File: config.mk
export PLATFORM = sky130hd
export DESIGN_NAME = integer_to_roman_numeral_top
export DESIGN_NICKNAME = d
export VERILOG_FILES = /design/src/hdl/i2r_pkg.sv /design/src/hdl/integer_to_roman_numeral_top.sv /design/src/hdl/i2r_ctrl.sv /design/src/hdl/i2r_dpath.sv
export SDC_FILE = /design/constraint.sdc
export NUM_CORES = 1
export LEC_CHECK = 0
export CAP_MARGIN = 20
export CORE_MARGIN = 3
export CORE_UTILIZATION = 29
export CTS_BUF_LIST = sky130_fd_sc_hd__clkbuf_8
export DETAILED_ROUTE_END_ITERATION = 12
export DONT_BUFFER_PORTS = 1
export REMOVE_ABC_BUFFERS = 1
export SLEW_MARGIN = 25
export SYNTH_ARGS = -nofsm -noshare
export SYNTH_HDL_FRONTEND = slang
export SYNTH_SLANG_ARGS = --single-unit
File: constraint.sdc
create_clock -name i_clk -period 3.3 [get_ports i_clk]
set_input_delay 0.165 -clock i_clk [delete_from_list [all_inputs] [get_ports i_clk]]
set_output_delay 0.165 -clock i_clk [all_outputs]
set_load 0.1 [all_outputs]
File: src/hdl/i2r_pkg.sv
// Shared types, constants and symbol tables for the integer to Roman numeral converter.
package i2r_pkg;

    localparam int unsigned VALUE_W  = 12;
    localparam int unsigned DIGIT_W  = 4;
    localparam int unsigned NDIGITS  = 4;
    localparam int unsigned BCD_W    = DIGIT_W * NDIGITS;
    localparam int unsigned SYMBOL_W = 8;

    localparam logic [VALUE_W-1:0]  MAX_VALUE = 12'd3999;
    localparam logic [3:0]          LAST_BIT  = 4'(VALUE_W - 1);

    localparam logic [SYMBOL_W-1:0] CH_I = 8'h49;
    localparam logic [SYMBOL_W-1:0] CH_V = 8'h56;
    localparam logic [SYMBOL_W-1:0] CH_X = 8'h58;
    localparam logic [SYMBOL_W-1:0] CH_L = 8'h4C;
    localparam logic [SYMBOL_W-1:0] CH_C = 8'h43;
    localparam logic [SYMBOL_W-1:0] CH_D = 8'h44;
    localparam logic [SYMBOL_W-1:0] CH_M = 8'h4D;
    localparam logic [SYMBOL_W-1:0] CH_NONE = 8'h00;

    // Digit positions, most significant first
    localparam logic [1:0] POS_THOU = 2'd0;
    localparam logic [1:0] POS_HUND = 2'd1;
    localparam logic [1:0] POS_TENS = 2'd2;
    localparam logic [1:0] POS_UNIT = 2'd3;

    typedef enum logic [1:0] {
        K_ONE,
        K_FIVE,
        K_TEN
    } t_kind;

    // Datapath commands from the controller
    typedef struct packed {
        logic load;     // capture input value
        logic shift;    // one binary-to-BCD step
        logic seek;     // point at the first nonzero digit
        logic step;     // emit one character
        logic special;  // emit the single no-symbol result
    } t_dp_cmd;

    // Datapath status to the controller
    typedef struct packed {
        logic oor;
        logic zero;
        logic conv_done;
        logic char_last;
    } t_dp_sts;

    // Characters produced by a hundreds/tens/units digit
    function automatic logic [2:0] digit_len(input logic [DIGIT_W-1:0] d);
        logic [2:0] n;
        case (d)
            4'd0:    n = 3'd0;
            4'd1:    n = 3'd1;
            4'd2:    n = 3'd2;
            4'd3:    n = 3'd3;
            4'd4:    n = 3'd2;
            4'd5:    n = 3'd1;
            4'd6:    n = 3'd2;
            4'd7:    n = 3'd3;
            4'd8:    n = 3'd4;
            4'd9:    n = 3'd2;
            default: n = 3'd0;
        endcase
        return n;
    endfunction

    // Which of the one/five/ten symbols is character j of digit d
    function automatic t_kind sym_kind(input logic [1:0] pos, input logic [DIGIT_W-1:0] d,
                                       input logic [1:0] j);
        t_kind k;
        k = K_ONE;
        if (pos != POS_THOU) begin
            if (d == 4'd9) begin
                k = (j == 2'd0) ? K_ONE : K_TEN;
            end else if (d == 4'd4) begin
                k = (j == 2'd0) ? K_ONE : K_FIVE;
            end else if (d >= 4'd5) begin
                k = (j == 2'd0) ? K_FIVE : K_ONE;
            end
        end
        return k;
    endfunction

    function automatic logic [SYMBOL_W-1:0] sym_char(input logic [1:0] pos, input t_kind k);
        logic [SYMBOL_W-1:0] c;
        case (pos)
            POS_THOU: c = CH_M;
            POS_HUND: c = (k == K_ONE) ? CH_C : ((k == K_FIVE) ? CH_D : CH_M);
            POS_TENS: c = (k == K_ONE) ? CH_X : ((k == K_FIVE) ? CH_L : CH_C);
            POS_UNIT: c = (k == K_ONE) ? CH_I : ((k == K_FIVE) ? CH_V : CH_X);
            default:  c = CH_NONE;
        endcase
        return c;
    endfunction

endpackage

File: src/hdl/integer_to_roman_numeral_top.sv
// Top level of the integer to Roman numeral converter: controller plus datapath.
//
//  channel   handshake            payload
//  --------  -------------------  ----------------------------------------------
//  input     start & !busy        i_value[11:0]
//  result    o_valid (1 cycle)    o_symbol[7:0], o_last, o_no_symbol, o_out_of_range
//
// One transfer per input; zero or above-3999 gives its single result
// from the check state. Otherwise a shift-add-3 BCD conversion, one shift
// per input bit, and a digit seek precede the characters, one per cycle;
// the longest numeral, for 3888, has 15 characters.
// busy is high from the cycle after the transfer until the last result is
// registered. Reset is synchronous, active low, on i_rst_n.
// The receiver cannot stall: each result is valid for exactly one cycle.
module integer_to_roman_numeral_top
    import i2r_pkg::*;
(
    input  logic                i_clk,
    input  logic                i_rst_n,
    input  logic                start,
    output logic                busy,
    input  logic [VALUE_W-1:0]  i_value,
    output logic                o_valid,
    output logic [SYMBOL_W-1:0] o_symbol,
    output logic                o_last,
    output logic                o_no_symbol,
    output logic                o_out_of_range
);

    t_dp_cmd cmd;
    t_dp_sts sts;
    logic    ctl_start;

    // Accept only when idle; the controller sees start gated by busy
    assign ctl_start = start && !busy;

    i2r_ctrl u_ctrl (
        .i_clk   (i_clk),
        .i_rst_n (i_rst_n),
        .start   (ctl_start),
        .busy    (busy),
        .i_sts   (sts),
        .o_cmd   (cmd)
    );

    i2r_dpath u_dpath (
        .i_clk          (i_clk),
        .i_rst_n        (i_rst_n),
        .i_value        (i_value),
        .i_cmd          (cmd),
        .o_sts          (sts),
        .o_valid        (o_valid),
        .o_symbol       (o_symbol),
        .o_last         (o_last),
        .o_no_symbol    (o_no_symbol),
        .o_out_of_range (o_out_of_range)
    );

`ifndef NO_ASSERTIONS
    // A transfer always makes the block busy next cycle
    a_start_busy: assert property (@(posedge i_clk) disable iff (!i_rst_n)
        start && !busy |=> busy)
        else $error("busy not raised after input transfer");

    // Characters of one numeral come out on consecutive cycles
    a_burst: assert property (@(posedge i_clk) disable iff (!i_rst_n)
        o_valid && !o_last |=> o_valid)
        else $error("gap inside a numeral");

    // The final result appears only once the block is idle again
    a_last_idle: assert property (@(posedge i_clk) disable iff (!i_rst_n)
        o_valid && o_last |-> !busy)
        else $error("last result while still busy");

    // A no-symbol result stands alone and carries no character
    a_nosym: assert property (@(posedge i_clk) disable iff (!i_rst_n)
        o_valid && o_no_symbol |-> o_last && (o_symbol == CH_NONE))
        else $error("malformed no-symbol result");

    // Range flag only on no-symbol results
    a_oor: assert property (@(posedge i_clk) disable iff (!i_rst_n)
        o_valid && o_out_of_range |-> o_no_symbol)
        else $error("out_of_range without no_symbol");
`endif

endmodule

File: src/hdl/i2r_ctrl.sv
// Controller state machine: sequences load, BCD conversion and character emission.
module i2r_ctrl
    import i2r_pkg::*;
(
    input  logic    i_clk,
    input  logic    i_rst_n,
    input  logic    start,
    output logic    busy,
    input  t_dp_sts i_sts,
    output t_dp_cmd o_cmd
);

    typedef enum logic [2:0] {
        S_IDLE,
        S_CHECK,
        S_CONV,
        S_SEEK,
        S_EMIT
    } t_state;

    t_state r_state;
    t_state n_state;
    logic   r_busy;
    logic   n_busy;

    always_comb begin
        n_state = r_state;
        o_cmd   = '0;
        case (r_state)
            S_IDLE: begin
                if (start) begin
                    o_cmd.load = 1'b1;
                    n_state    = S_CHECK;
                end
            end
            S_CHECK: begin
                if (i_sts.oor || i_sts.zero) begin
                    o_cmd.special = 1'b1;
                    n_state       = S_IDLE;
                end else begin
                    n_state = S_CONV;
                end
            end
            S_CONV: begin
                o_cmd.shift = 1'b1;
                if (i_sts.conv_done) begin
                    n_state = S_SEEK;
                end
            end
            S_SEEK: begin
                o_cmd.seek = 1'b1;
                n_state    = S_EMIT;
            end
            S_EMIT: begin
                o_cmd.step = 1'b1;
                if (i_sts.char_last) begin
                    n_state = S_IDLE;
                end
            end
            default: n_state = S_IDLE;
        endcase
        n_busy = (n_state != S_IDLE);
    end

    always_ff @(posedge i_clk) begin
        if (!i_rst_n) begin
            r_state <= S_IDLE;
            r_busy  <= 1'b0;
        end else begin
            r_state <= n_state;
            r_busy  <= n_busy;
        end
    end

    assign busy = r_busy;

endmodule

File: src/hdl/i2r_dpath.sv
// Datapath: value register, shift-add-3 BCD converter, digit walker and result registers.
module i2r_dpath
    import i2r_pkg::*;
(
    input  logic                i_clk,
    input  logic                i_rst_n,
    input  logic [VALUE_W-1:0]  i_value,
    input  t_dp_cmd             i_cmd,
    output t_dp_sts             o_sts,
    output logic                o_valid,
    output logic [SYMBOL_W-1:0] o_symbol,
    output logic                o_last,
    output logic                o_no_symbol,
    output logic                o_out_of_range
);

    logic [VALUE_W-1:0]  r_bin;
    logic [BCD_W-1:0]    r_bcd;
    logic [3:0]          r_cnt;
    logic [1:0]          r_pos;
    logic [1:0]          r_j;
    logic                r_valid;
    logic [SYMBOL_W-1:0] r_symbol;
    logic                r_last;
    logic                r_no_symbol;
    logic                r_oor;

    logic [BCD_W-1:0]    n_bcd;
    logic [BCD_W-1:0]    adj;
    logic [DIGIT_W-1:0]  digit [NDIGITS];
    logic [NDIGITS-1:0]  nz;
    logic [DIGIT_W-1:0]  cur_d;
    logic [2:0]          cur_len;
    logic                digit_end;
    logic                more;
    logic [1:0]          next_pos;
    logic [1:0]          first_pos;
    logic [SYMBOL_W-1:0] cur_char;

    // Add 3 to every BCD digit of 5 or more, then shift in the next binary bit
    always_comb begin
        for (int i = 0; i < NDIGITS; i++) begin
            adj[i*DIGIT_W +: DIGIT_W] = (r_bcd[i*DIGIT_W +: DIGIT_W] >= 4'd5)
                                      ? r_bcd[i*DIGIT_W +: DIGIT_W] + 4'd3
                                      : r_bcd[i*DIGIT_W +: DIGIT_W];
        end
        n_bcd = {adj[BCD_W-2:0], r_bin[VALUE_W-1]};
    end

    // Position 0 is the thousands digit
    always_comb begin
        for (int p = 0; p < NDIGITS; p++) begin
            digit[p] = r_bcd[(NDIGITS-1-p)*DIGIT_W +: DIGIT_W];
            nz[p]    = (digit[p] != '0);
        end
    end

    always_comb begin
        cur_d     = digit[r_pos];
        cur_len   = (r_pos == POS_THOU) ? cur_d[2:0] : digit_len(cur_d);
        digit_end = ({1'b0, r_j} == cur_len - 3'd1);
        more      = 1'b0;
        next_pos  = r_pos;
        for (int p = NDIGITS - 1; p >= 0; p--) begin
            if (nz[p] && (2'(p) > r_pos)) begin
                more     = 1'b1;
                next_pos = 2'(p);
            end
        end
        first_pos = POS_UNIT;
        for (int p = NDIGITS - 1; p >= 0; p--) begin
            if (nz[p]) begin
                first_pos = 2'(p);
            end
        end
        cur_char = sym_char(r_pos, sym_kind(r_pos, cur_d, r_j));
    end

    assign o_sts.oor       = (r_bin > MAX_VALUE);
    assign o_sts.zero      = (r_bin == '0);
    assign o_sts.conv_done = (r_cnt == LAST_BIT);
    assign o_sts.char_last = digit_end && !more;

    always_ff @(posedge i_clk) begin
        if (!i_rst_n) begin
            r_valid <= 1'b0;
        end else begin
            r_valid <= i_cmd.step || i_cmd.special;
        end
    end

    always_ff @(posedge i_clk) begin
        if (i_cmd.load) begin
            r_bin <= i_value;
            r_bcd <= '0;
            r_cnt <= '0;
        end else if (i_cmd.shift) begin
            r_bin <= {r_bin[VALUE_W-2:0], 1'b0};
            r_bcd <= n_bcd;
            r_cnt <= r_cnt + 4'd1;
        end
        if (i_cmd.seek) begin
            r_pos <= first_pos;
            r_j   <= '0;
        end else if (i_cmd.step) begin
            if (digit_end) begin
                r_pos <= next_pos;
                r_j   <= '0;
            end else begin
                r_j <= r_j + 2'd1;
            end
        end
        if (i_cmd.special) begin
            r_symbol    <= CH_NONE;
            r_last      <= 1'b1;
            r_no_symbol <= 1'b1;
            r_oor       <= o_sts.oor;
        end else if (i_cmd.step) begin
            r_symbol    <= cur_char;
            r_last      <= o_sts.char_last;
            r_no_symbol <= 1'b0;
            r_oor       <= 1'b0;
        end
    end

    assign o_valid        = r_valid;
    assign o_symbol       = r_symbol;
    assign o_last         = r_last;
    assign o_no_symbol    = r_no_symbol;
    assign o_out_of_range = r_oor;

endmodule

# [After elaboration in Yosys (flattened, before gate mapping)]
# Memory sizes are Yosys's and may differ from the RTL's.
# Index checks and enable logic that the tools add are counted.
# Widths: inputs -> output; s select.
[op_classes] add_sub_neg=7 n_mul=0 n_div=0 n_lt_le_gt_ge=11 n_eq_ne=12 shifts=0 n_mux=53 bitwise=1 reduce_logical=27
[op_table] op="$mux 2" count=16
[op_table] op="$mux 4" count=8
[op_table] op="$pmux 8 s4" count=1
[op_table] op="$mux 12" count=2
[op_table] op="$mux 8" count=3
[op_table] op="$ge 4x3->1 const B" count=5
[op_table] op="$mux 1" count=16
[op_table] op="$reduce_bool 4->1" count=4
[op_table] op="$mux 3" count=5
[op_table] op="$pmux 3 s5" count=1
[op_table] op="$add 4x2->4 const B" count=3
[op_table] op="$gt 12x12->1 const B" count=1
[op_table] op="$logic_not 12->1" count=1
[op_table] op="$reduce_bool 2->1" count=5
[op_table] op="$bmux 4 s2" count=1
[op_table] op="$eq 4x4->1 const B" count=2
[op_table] op="$eq 3x2->1 const B" count=2
[op_table] op="$logic_and 1x1->1" count=6
[op_table] op="$logic_not 2->1" count=3
[op_table] op="$reduce_bool 5->1" count=1
[op_table] op="$add 4x1->4 const B" count=1
[op_table] op="$eq 2x1->1 const B" count=2
[op_table] op="$eq 2x2->1 const B" count=2
[op_table] op="$eq 4x3->1 const B" count=1
[op_table] op="15 further kinds" count=19
[word_totals] reg_bits=52 latchBits=0 ram_bits=0 mem_bits_ro=48 inputBits=15 out_inout_bits=13 word_cells=124 memories=1
[mem_list] name="(no name shown)" words=16 word_bits=3 rd=1 rd_ports_with_merged_regs=0 write_ports=0 line="i2r_pkg.sv:54" source="case (d)"

# [Logic depth before layout (Yosys ltp)]
# Gate-level depths: netlist of run 1.
[logic_depth] ltp_word=13 depth_mapped=13 ltp_nobuf=12

# [Hierarchy]
# A second synthesis of run 1 with hierarchy kept.
[hier_totals] hier_cells=310 area_unflattened_um2=2969.1
[by_module_without_submodules] module="i2r_dpath" n_inst=1 cells_per_inst=289 area_each_um2=2747.6 seq_area_each_um2=1071.0
[by_module_without_submodules] module="i2r_ctrl" n_inst=1 cells_per_inst=20 area_each_um2=207.7 seq_area_each_um2=80.1
[by_module_without_submodules] module="integer_to_roman_numeral_top" n_inst=1 cells_per_inst=1 area_each_um2=13.8 seq_area_each_um2=0.0

# [Worst setup path before layout of run 1]
# OpenSTA, ideal clock, no wires.
[synth_timing] path_kind="flip-flop to flip-flop" startpoint="register u_dpath.r_pos[0]" endpoint="register u_dpath.r_pos[0] (enable)" setup_ps=314 arrival_time_ps=2554 t_required_ps=2986 setup_slack_ps=433 stages_incl_launch_ff=13 path_buffers=1 period_less_slack_ps=2867 path_cell_list="edfxtp_1 > buf_6 > mux4_2 > nor3b_2 > inv_1 > a21oi_1 > a21oi_1 > ha_1 > xor2_1 > nand2_1 > mux2i_1 > nand4_1 > o21ai_1"
[synth_between] elab_chain_cells=10 elab_cells_between_ends=20 classes_between="add/sub (1); order compare (4); eq/ne (1); mux (4); bitwise (1); reduce/logical (8); memory (1)"
[synth_lines] item="from (decl)" line="i2r_dpath.sv:20" source="logic [1:0] r_pos;"
[synth_lines] item="from (signal assigned)" line="i2r_dpath.sv:103" source="r_pos <= first_pos;"
[synth_lines] item="from (signal assigned)" line="i2r_dpath.sv:107" source="r_pos <= next_pos;"
[synth_lines] item="$not 2->3 (not written as such)" line="i2r_dpath.sv:59" source="cur_d = digit[r_pos];"
[synth_lines] item="$bmux 4 s2" line="i2r_dpath.sv:59"
[synth_lines] item="$mux 4 (not written as such) (2 in a row)" line="i2r_dpath.sv:59"
[synth_lines] item="$mem_v2 16x3"
[synth_lines] item="$mux 3" line="i2r_dpath.sv:60" source="cur_len = (r_pos == POS_THOU) ? cur_d[2:0] : digit_len(cur_d);"
[synth_lines] item="$sub 3x1->3" line="i2r_dpath.sv:61" source="digit_end = ({1'b0, r_j} == cur_len - 3'd1);"
[synth_lines] item="$eq 2x3->1" line="i2r_dpath.sv:61"
[synth_lines] item="$reduce_bool 2->1 (no source line)"
[synth_lines] item="$reduce_and 3->1 (no source line) (*)"
# Mark *: on every way between the ends. The rest lies on a longest branch, timed or not. The select of a mux whose other input is x is not followed.
# A chain may end at the register's enable or synchronous reset.

# [Worst setup path after layout of run 1]
[layout_timing] startpoint="register u_dpath.r_pos[0]" endpoint="register u_dpath.r_pos[1] (enable)"
# Same word-level chain as after synthesis.

==> results of run 1 <==
## repair_timing
item	in CTS	in global routing
hold buffers	1	0
setup buffers	0	2
resized for setup	0	2
endpoints found under the hold margin	1	0
endpoints found under the setup margin	0	2
## where the power goes
part | total, mW | switching (mW) | internal (mW) | leakage (nW)
clock network | 0.377 | 0.227 | 0.150 | 0.0441
registers | 1.12 | 0.363 | 0.753 | 0.427
logic | 0.350 | 0.222 | 0.129 | 0.672
total | 1.84 | 0.812 | 1.03 | 1.14
## worst reg2reg max path: stages, from the launching register on
cell       delay, ns
edfxtp_1        0.41
buf_4           0.14
mux4_2          0.55
nand4bb_1       0.27
a21oi_1         0.18
a21oi_1         0.06
ha_1            0.29
xor2_1          0.18
nand2_1         0.08
mux2i_1         0.16
nand4_1         0.25
o21ai_2         0.23
## sequential cells by signal, summed over array words and instances (netlist names)
signal	flops
u_dpath.o_symbol	6
u_dpath.r_pos	2
u_dpath.digit	16
u_dpath.r_bin	12
u_dpath.o_out_of_range	1
u_dpath.o_last	1
u_ctrl.r_state	3
u_dpath.o_valid	1
u_dpath.o_no_symbol	1
u_ctrl.busy	1
u_dpath.r_cnt	4
u_dpath.r_j	2
## cell usage in the layout (no fill, tap or decap), types with 6 or more instances in the layout
| master | count |
|---|---|
| dfxtp_1 | 35 |
| ha_1 | 12 |
| o21ai_1 | 12 |
| nor2b_1 | 6 |
| inv_1 | 13 |
| nor2_1 | 26 |
| buf_4 | 8 |
| a21oi_1 | 26 |
| o21ai_0 | 13 |
| edfxtp_1 | 15 |
| nand3_1 | 22 |
| nand2_1 | 59 |
## metal layers
metal / GRT usage / vias to the layer above
li1: - / 1114
met1: 0.1466 / 1004
met2: 0.1729 / 42
met3: 0.03178 / 4
met4: 0.01994 / 0
met5: 0 / -
## worst min-delay path by stage
stage | to | slack, ns | cells past startpoint
2_1_floorplan | u_dpath.o_valid | 0.29 | 1
3_3_place_gp | u_dpath.o_valid | 0.30 | 1
3_5_place_dp | u_dpath.o_valid | 0.30 | 1
4_1_cts | u_dpath.r_bin[7] | 0.01 | 2
5_1_grt | u_dpath.r_bin[11] | 0.01 | 2
6_report | u_dpath.r_bin[2] | 0.02 | 2
## kinds of logic after synthesis
family	count (synthesis)	synth area share
AO/OA/AOI/OAI	70	0.1511
flip-flops	50	0.4163
XOR/XNOR	9	0.02850
AND/OR/NAND/NOR	144	0.2516
multiplexers	7	0.04525
other	1	0.001356
buffers and inverters	28	0.05158
adder cells (fa/ha/maj)	12	0.05430
## layout make-up
cell class,count,share of cell area
clock buffer,5,0.02289
timing repair buffer,9,0.02330
multi-input combinational,244,0.4940
inverter,13,0.01623
sequential,50,0.3829
clock inverter,3,0.007074
tap,129,0.05368
## through the flow
stage	setup WS (ns)	cell area, um2	hold WS (ns)	util	power (mW)
final	0.2247	3007	0.01509	0.3254	1.844
after global routing	0.02417	3007	0.01410	0.3254	1.954
after CTS	0.09763	2982	0.01348	0.3227	1.853
after detailed placement	0.09370	2882	0.3034	0.3118	1.482
after global placement	0.1969	2882	0.3036	0.3118	1.469
after floorplan	0.2125	2675	0.2932	-	1.386
==> flow_summary_export.csv, run 1 <==
group,metric,value,unit
outcome,status,"finished clean",
clock_tree,path_clk_slew,0.11,ns
worst_hold_path,hp-class,"primary input to register",
sta,hold_violations,0,
synthesis,synth_area,2765,um2
worst_setup_path,cp-startpoint,"u_dpath.r_pos[0]",
route,wl_met1,2885,um
floorplan,core,9240,um2
worst_setup_path,reg2reg_to,"u_dpath.r_pos[1]",
finish,seq_area,1151,um2
synthesis,ys_dominant_reg_cell,"dfxtp_1",
synthesis,syn_avg_cell_area,8.614,um2
grt,grt_pass1_vias,2036,
synthesis,netlist_top_cells_count,"59 x nand2_1, 35 x dfxtp_1, 26 x a21oi_1, 26 x nor2_1, 22 x nand3_1",
floorplan,die_height,103.6,um
worst_setup_path,crit_path_end_kind,"register",
floorplan,fp.dieW,103.6,um
route,routed_wl,5655,um
power_and_ir_drop,powerDensity,613.2,nW/um2
sta,tightest_slew,0.9957,ns
sta,fmax,0.3252,GHz
finish,synthToLayoutAreaGrowth,8.733,%
synthesis,ys_seq_area_frac,0.4163,
worst_setup_path,reg2reg_slack,0.22,ns
clock_tree,clk-insertion-delay-late,0.32,ns
worst_setup_path,r2r_cells,11,
synthesis,async_reset_ff_frac,0,
synthesis,ys.warnings.count,0,
clock_tree,clockBufferDepth,2,
clock_tree,cts-root-buf,"clkbuf_8",
synthesis,synthTopCellsByArea,"dfxtp_1 25%, edfxtp_1 16%, nand2_1 8.0%",
grt,grt_pass1_wl,9729,um
worst_setup_path,cpPeakStageDelay,0.55,ns
worst_setup_path,r2r_start,"u_dpath.r_pos[0]",
worst_setup_path,crit_arrival,3.10,ns
grt,track_usage,0.1081,
finish,finalNetCount,350,
finish,drive_gt1_frac,0.08951,
route,highest_layer,"met4",
worst_setup_path,crit_path_end,"u_dpath.r_pos[1]",
clock_tree,numCtsBuffers,5,
placement,place_hpwl,4050,um
sta,setup_viol,0,
flow_run,max-cap-violations,0,
sta,rsz0062_at_grt,"no",
worst_setup_path,required,3.32,ns
finish,n_antenna_cell,0,
floorplan,die_area,10740,um2
grt,grt_start_max_net_pins,28,
finish,fillCellCount,973,
worst_setup_path,crit_family,"multiplexers",
finish,multiInputGateArea,1485,um2
worst_setup_path,crit_chain,"buf_4, mux4_2, nand4bb_1, a21oi_1, a21oi_1, ha_1, xor2_1, nand2_1, mux2i_1, nand4_1, o21ai_2",
route,viasPerCell,4.777,
synthesis,ys_ff_latch,50,
worst_setup_path,critical_path_buf_inv_count,1,
placement,dp_cells,442,
placement,globalplace.congestion,0.8340,
synthesis,synth_area_leader_cell,"dfxtp_1",
floorplan,initial_core_util,0.2993,
synthesis,synth_top_area_share,0.2534,
power_and_ir_drop,power.leakage,1.143,nW
clock_tree,cts_tree,"built",
route,routedWlPerCell,12.48,um
synthesis,synth_edf_count,15,
sta,fin_crit_sh,0.9319,
sta,slew_headroom,0.3353,
route,drt-initial-drc-count,115,
power_and_ir_drop,vdd_drop_max,325.5,uV
worst_setup_path,cp.depth,11,
worst_hold_path,hold_start,"i_value[2]",
route,vias,2164,
synthesis,yosysMostFrequentCell,"nand2_1",
route,met3WireLength,235,um
worst_setup_path,criticalPathCategory,"register to register",
worst_setup_path,crit_top_cell,"a21oi_1",
clock_tree,cts.sinks,50,
route,wl_met2,2509,um
sta,min_period,3.075,ns
route,first_pass_iters,4,
synthesis,synth_cell_type_count,47,
grt,antenna_found_initial,0,
floorplan,rows,35,
grt,grt_overflow_total,0,
route,drc_errors,0,
sta,clock_skew,0.01157,ns
clock_tree,cts_max_level,2,
finish,final_cells,453,
worst_setup_path,critPathLaunchType,"register",
sta,slew_viol_final,0,
floorplan,io_pins,28,
route,ant_nets,0,
sta,fin_setup_tns,0,ns
placement,io_buffers,0,
worst_setup_path,worstPathMaxFanout,5,
worst_setup_path,slowest_stage,"mux4_2",
synthesis,synth_cells,321,
No activity file was read; power rests on OpenSTA's default activity.
==> inputs of run 2 (changes only) <==
--- a/config.mk
+++ b/config.mk
@@ -5,13 +5,14 @@
 export SDC_FILE = /design/constraint.sdc
 export NUM_CORES = 1
 export LEC_CHECK = 0
-export CAP_MARGIN = 20
 export CORE_MARGIN = 3
 export CORE_UTILIZATION = 29
 export CTS_BUF_LIST = sky130_fd_sc_hd__clkbuf_8
 export DETAILED_ROUTE_END_ITERATION = 12
 export DONT_BUFFER_PORTS = 1
+export HOLD_SLACK_MARGIN = 0.08
 export REMOVE_ABC_BUFFERS = 1
+export SETUP_SLACK_MARGIN = 0.4
 export SLEW_MARGIN = 25
 export SYNTH_ARGS = -nofsm -noshare
 export SYNTH_HDL_FRONTEND = slang
==> run 2 against run 1 <==
Net effect:
- final cell count grew 5.1%
- utilization grew 2.5 points
- global-route usage grew 0.49 points
- critical path depth is the same
- via count grew 4.9%
- final area grew 7.8%
- die area is the same
- critical endpoint is now u_dpath.r_pos[0]
==> flow_summary_export.csv, run 2 (synthesis gave the netlist of run 1 again) <==
group,metric,value,unit
route,drc_errors,0,
worst_setup_path,critPathLaunchType,"register",
floorplan,rows,35,
worst_setup_path,reg2reg_slack,0.43,ns
route,vias,2271,
worst_setup_path,cpPeakStageDelay,0.52,ns
grt,grt_pass1_wl,10180,um
floorplan,core,9240,um2
floorplan,io_pins,28,
grt,track_usage,0.1130,
power_and_ir_drop,powerDensity,574.9,nW/um2
worst_setup_path,criticalPathCategory,"register to register",
route,viasPerCell,4.771,
sta,rsz0062_at_grt,"yes",
finish,layout_commonest_cell,"nand2_1",
power_and_ir_drop,vdd_drop_max,325.6,uV
worst_setup_path,cp.depth,11,
finish,largest_register_ffs,16,
sta,fin_crit_sh,0.8695,
worst_setup_path,crit_family,"multiplexers",
grt,grt_pass1_vias,2118,
sta,fin_setup_tns,0,ns
grt,grt_overflow_total,0,
clock_tree,cts_tree,"built",
power_and_ir_drop,pwr-share-seq,0.600,
placement,io_buffers,0,
power_and_ir_drop,total_power,1.863,mW
worst_setup_path,r2r_cells,11,
placement,globalplace.congestion,0.8340,
outcome,status,"finished clean",
worst_setup_path,cp-startpoint,"u_dpath.r_pos[0]",
route,routed_wl,5952,um
clock_tree,cts_max_level,2,
placement,pre_cts_ws,0.09370,ns
route,routedWlPerCell,12.50,um
sta,setup_viol,0,
flow_run,max-cap-violations,0,
sta,clock_skew,0.007264,ns
finish,drive_gt1_frac,0.1239,
sta,fmax,0.3485,GHz
floorplan,fp.dieW,103.6,um
power_and_ir_drop,p_comb_frac,0.200,
route,ant_nets,0,
worst_hold_path,hold_depth,3,
worst_setup_path,crit_chain,"buf_6, mux4_2, nand4bb_4, a21oi_2, a21oi_1, ha_1, xor2_1, nand2_1, mux2i_1, nand4_1, o21ai_2",
worst_setup_path,crit_path_end,"u_dpath.r_pos[0]",
finish,mostFrequentLayoutCells,"59 x nand2_1, 35 x dfxtp_1, 26 x nor2_1",
worst_setup_path,r2r_start,"u_dpath.r_pos[0]",
placement,place_hpwl,4050,um
worst_setup_path,required,3.32,ns
finish,n_antenna_cell,0,
floorplan,initial_core_util,0.2993,
clock_tree,cts-root-buf,"clkbuf_8",
sta,tightest_slew,0.9961,ns
finish,finalNetCount,373,
clock_tree,clockBufferDepth,2,
floorplan,die_height,103.6,um
worst_setup_path,slowest_stage,"mux4_2",
worst_setup_path,worstPathMaxFanout,5,
clock_tree,numCtsBuffers,5,
worst_setup_path,reg2reg_to,"u_dpath.r_pos[0]",
sta,slew_headroom,0.3350,
sta,finalWorstSetupSlack,0.4306,ns
worst_setup_path,crit_arrival,2.89,ns
power_and_ir_drop,p_clk_frac,0.200,
sta,min_period,2.869,ns
worst_hold_path,hp-class,"primary input to register",
sta,slew_viol_final,0,
power_and_ir_drop,p_sw,0.8153,mW
route,drt-initial-drc-count,126,
floorplan,die_area,10740,um2
grt,antenna_found_initial,0,
clock_tree,clk-insertion-delay-late,0.31,ns
worst_setup_path,crit_path_end_kind,"register",
power_and_ir_drop,power.leakage,1.252,nW
worst_setup_path,critical_path_buf_inv_count,1,
clock_tree,path_clk_slew,0.10,ns
clock_tree,cts.sinks,50,
grt,grt_start_max_net_pins,28,
route,first_pass_iters,5,
finish,synthToLayoutAreaGrowth,17.19,%
power_and_ir_drop,power.share.switching,0.4377,
sta,hold_violations,0,
power_and_ir_drop,intPower,1.048,mW
run 2: cell count changes in the layout (fill, tap and decap cells not counted):
cell and change:
nand4bb_4 +1, nand4bb_1 -1, buf_4 +9, a21oi_1 -2, buf_6 +2, a21oi_2 +2
dlygate4sd3_1 +12
run 2: layout make-up:
class,count,area [um2]
Timing Repair Buffer,32,280.3
Fill cell,957,6000
Inverter,13,48.80
Multi-Input combinational cell,244,1509
Tap cell,129,161.4
Sequential cell,50,1151
Clock buffer,5,68.82
Clock inverter,3,21.27
run 2: worst register-to-register path, cell delays in order (launching register included):
cell and delay [ns]:
edfxtp_1 0.48, buf_6 0.14, mux4_2 0.52, nand4bb_4 0.25, a21oi_2 0.12, a21oi_1 0.05, ha_1 0.28, xor2_1 0.18
nand2_1 0.08, mux2i_1 0.15, nand4_1 0.16, o21ai_2 0.18
run 2: worst min-delay path by stage:
| stage | slack [ns] | to | startpoint |
|---|---|---|---|
| final | 0.30 | u_ctrl.r_state[0] | start |
| after global routing | 0.32 | u_ctrl.r_state[0] | start |
| after CTS | 0.30 | u_ctrl.r_state[0] | start |
| after detailed placement | 0.30 | u_dpath.o_valid | i_rst_n |
| after global placement | 0.30 | u_dpath.o_valid | i_rst_n |
| after floorplan | 0.29 | u_dpath.o_valid | i_rst_n |
run 2: what timing repair did:
| action | CTS | global route |
|---|---|---|
| pin swaps | 4 | 5 |
| buffers inserted | 8 | 5 |
| hold buffers | 13 | 0 |
| hold endpoints to repair | 17 | 0 |
| endpoints found under the setup margin | 7 | 7 |
| gates cloned | 0 | 0 |
| gates resized for setup | 4 | 3 |
run 2: layer usage:
metal  track usage  wire length (um)  vias up
li1              -                 -     1162
met2        0.1864              2825       47
met1        0.1493              2872     1058
met4       0.02469                25        0
met5             0                 0        -
met3       0.02928               229        4
run 2: power by group through the flow:
stage                     clock network, mW  registers (mW)  logic [mW]
after floorplan                           0            1.12       0.262
after global placement                    0            1.13       0.339
after detailed placement                  0            1.13       0.350
after CTS                             0.382            1.12       0.372
after global routing                  0.406            1.13       0.433
final                                 0.373            1.12       0.373
run 2: stage by stage:
stage | instance area (um2) | util | instances | hold slack, ns
final | 3241 | 0.3507 | 476 | 0.2980
after detailed placement | 2882 | 0.3118 | 442 | 0.3034
after global placement | 2882 | 0.3118 | 442 | 0.3036
after CTS | 3192 | 0.3454 | 471 | 0.3011
after global routing | 3241 | 0.3507 | 476 | 0.3230
after floorplan | 2675 | - | 307 | 0.2932
==> inputs of run 3 (changes only) <==
--- a/config.mk
+++ b/config.mk
@@ -11,6 +11,7 @@
 export DETAILED_ROUTE_END_ITERATION = 12
 export DONT_BUFFER_PORTS = 1
 export HOLD_SLACK_MARGIN = 0.08
+export MAX_ROUTING_LAYER = met4
 export REMOVE_ABC_BUFFERS = 1
 export SETUP_SLACK_MARGIN = 0.4
 export SLEW_MARGIN = 25
==> run 3 against run 2 <==
Net effect:
- final area unchanged
- total power is essentially flat
- flip-flop and latch count unchanged
- first-iteration DRC count increased by 3.2%
- sequential share of layout area stayed put
- die area stayed put
- via count about the same
- non-clock buffer count unchanged
- critical path depth did not move
- worst setup slack got worse by 0.0050 ns
- maximum frequency down 0.17%
- hold slack got worse by 0.0023 ns
- critical endpoint is now u_dpath.r_pos[1]
- largest power group unchanged
- highest routed layer unchanged
==> flow_summary_export.csv, run 3 (synthesis gave the netlist of run 1 again) <==
group,metric,value,unit
outcome,status,"finished clean",
flow_run,max-cap-violations,0,
worst_setup_path,required,3.32,ns
grt,grt_pass1_wl,10200,um
route,drt-initial-drc-count,130,
sta,hold_violations,0,
sta,slew_viol_final,0,
floorplan,fp.dieW,103.6,um
worst_setup_path,critPathLaunchType,"register",
sta,fin_setup_tns,0,ns
finish,mostFrequentLayoutCells,"59 x nand2_1, 35 x dfxtp_1, 26 x nor2_1",
worst_hold_path,hp-class,"primary input to register",
worst_setup_path,crit_path_end_kind,"register",
placement,post_dp_cell_area,2882,um2
placement,place_hpwl,4050,um
grt,track_usage,0.1166,
clock_tree,cts-root-buf,"clkbuf_8",
finish,layout_commonest_cell,"nand2_1",
power_and_ir_drop,power.leakage,1.252,nW
clock_tree,cts_tree,"built",
route,drc_errors,0,
finish,synthToLayoutAreaGrowth,17.19,%
floorplan,die_height,103.6,um
route,routed_wl,5952,um
grt,grt_pass1_vias,2114,
route,first_pass_iters,4,
worst_setup_path,criticalPathCategory,"register to register",
sta,fin_crit_sh,0.8710,
clock_tree,path_clk_slew,0.10,ns
floorplan,core,9240,um2
route,viasPerCell,4.773,
route,vias,2272,
floorplan,io_pins,28,
finish,finalNetCount,373,
finish,post-route-util,0.3507,
sta,finalWorstSetupSlack,0.4256,ns
grt,grt_overflow_total,0,
placement,io_buffers,0,
clock_tree,numCtsBuffers,5,
worst_setup_path,crit_arrival,2.90,ns
sta,tightest_slew,0.9987,ns
floorplan,rows,35,
floorplan,initial_core_util,0.2993,
clock_tree,clk-insertion-delay-late,0.31,ns
route,routedWlPerCell,12.50,um
floorplan,die_area,10740,um2
grt,antenna_found_initial,0,
finish,largest_register_ffs,16,
worst_setup_path,reg2reg_slack,0.43,ns
finish,final_cell_area,3241,um2
power_and_ir_drop,powerDensity,575.0,nW/um2
sta,min_period,2.874,ns
worst_setup_path,worstPathMaxFanout,5,
sta,fmax,0.3479,GHz
clock_tree,cts.sinks,50,
finish,drive_gt1_frac,0.1239,
sta,slew_headroom,0.3333,
power_and_ir_drop,vdd_drop_max,325.8,uV
route,ant_nets,0,
finish,n_antenna_cell,0,
grt,grt_start_max_net_pins,28,
clock_tree,cts_max_level,2,
sta,clock_skew,0.006557,ns
placement,globalplace.congestion,0.8468,
placement,pre_cts_ws,0.09370,ns
sta,rsz0062_at_grt,"yes",
clock_tree,clockBufferDepth,2,
sta,setup_viol,0,
## run 3: path summary, 6_finish.rpt
path / startpoint / depth (start not counted) / end
min: start / 3 / u_ctrl.r_state[0]
max: u_dpath.r_pos[0] / 11 / u_dpath.r_pos[1]
max reg2reg: u_dpath.r_pos[0] / 11 / u_dpath.r_pos[1]
min reg2reg: u_dpath.r_cnt[1] / 2 / u_dpath.r_cnt[1]
## run 3: routing by layer
layer	up-vias	wire length [um]	GRT usage
met2	39	2838	0.1860
met1	1066	2880	0.1509
met5	-	0	-
met4	0	25	0.02469
met3	4	208	0.02928
li1	1163	-	-
## run 3: critical path: stages, from the launching register on
cell	delay [ns]
edfxtp_1	0.48
buf_6	0.14
mux4_2	0.52
nand4bb_4	0.25
a21oi_2	0.12
a21oi_1	0.05
ha_1	0.28
xor2_1	0.18
nand2_1	0.08
mux2i_1	0.15
nand4_1	0.16
o21ai_2	0.18
## run 3: metrics by stage
step | hold slack [ns] | power (mW) | instances
final | 0.2958 | 1.863 | 476
after global routing | 0.3230 | 1.971 | 476
after CTS | 0.3011 | 1.873 | 471
after detailed placement | 0.3034 | 1.482 | 442
after global placement | 0.3036 | 1.469 | 442
after floorplan | 0.2932 | 1.386 | 307
## run 3: where the power goes
group          switching [mW]  total [mW]  internal, mW  leakage [nW]
logic                   0.229       0.374         0.145         0.781
clock network           0.223       0.372         0.150        0.0441
registers               0.364        1.12         0.753         0.427
## run 3: repair_timing
| item | in CTS | in global routing |
|---|---|---|
| endpoints found under the hold margin | 17 | 0 |
| hold buffers | 13 | 0 |
| setup buffers | 8 | 5 |
| resized for setup | 4 | 3 |
| cloned | 0 | 0 |
| setup endpoints to repair | 7 | 7 |
| pin swaps | 4 | 5 |
## run 3: layout make-up
type	instances	area (um2)
multi-input cells	244	1509
repair buffers	32	280.3
fillers	957	6000
clock buffers	5	68.82
clock inverters	3	21.27
flip-flops and latches	50	1151
inverters	13	48.80
well taps	129	161.4
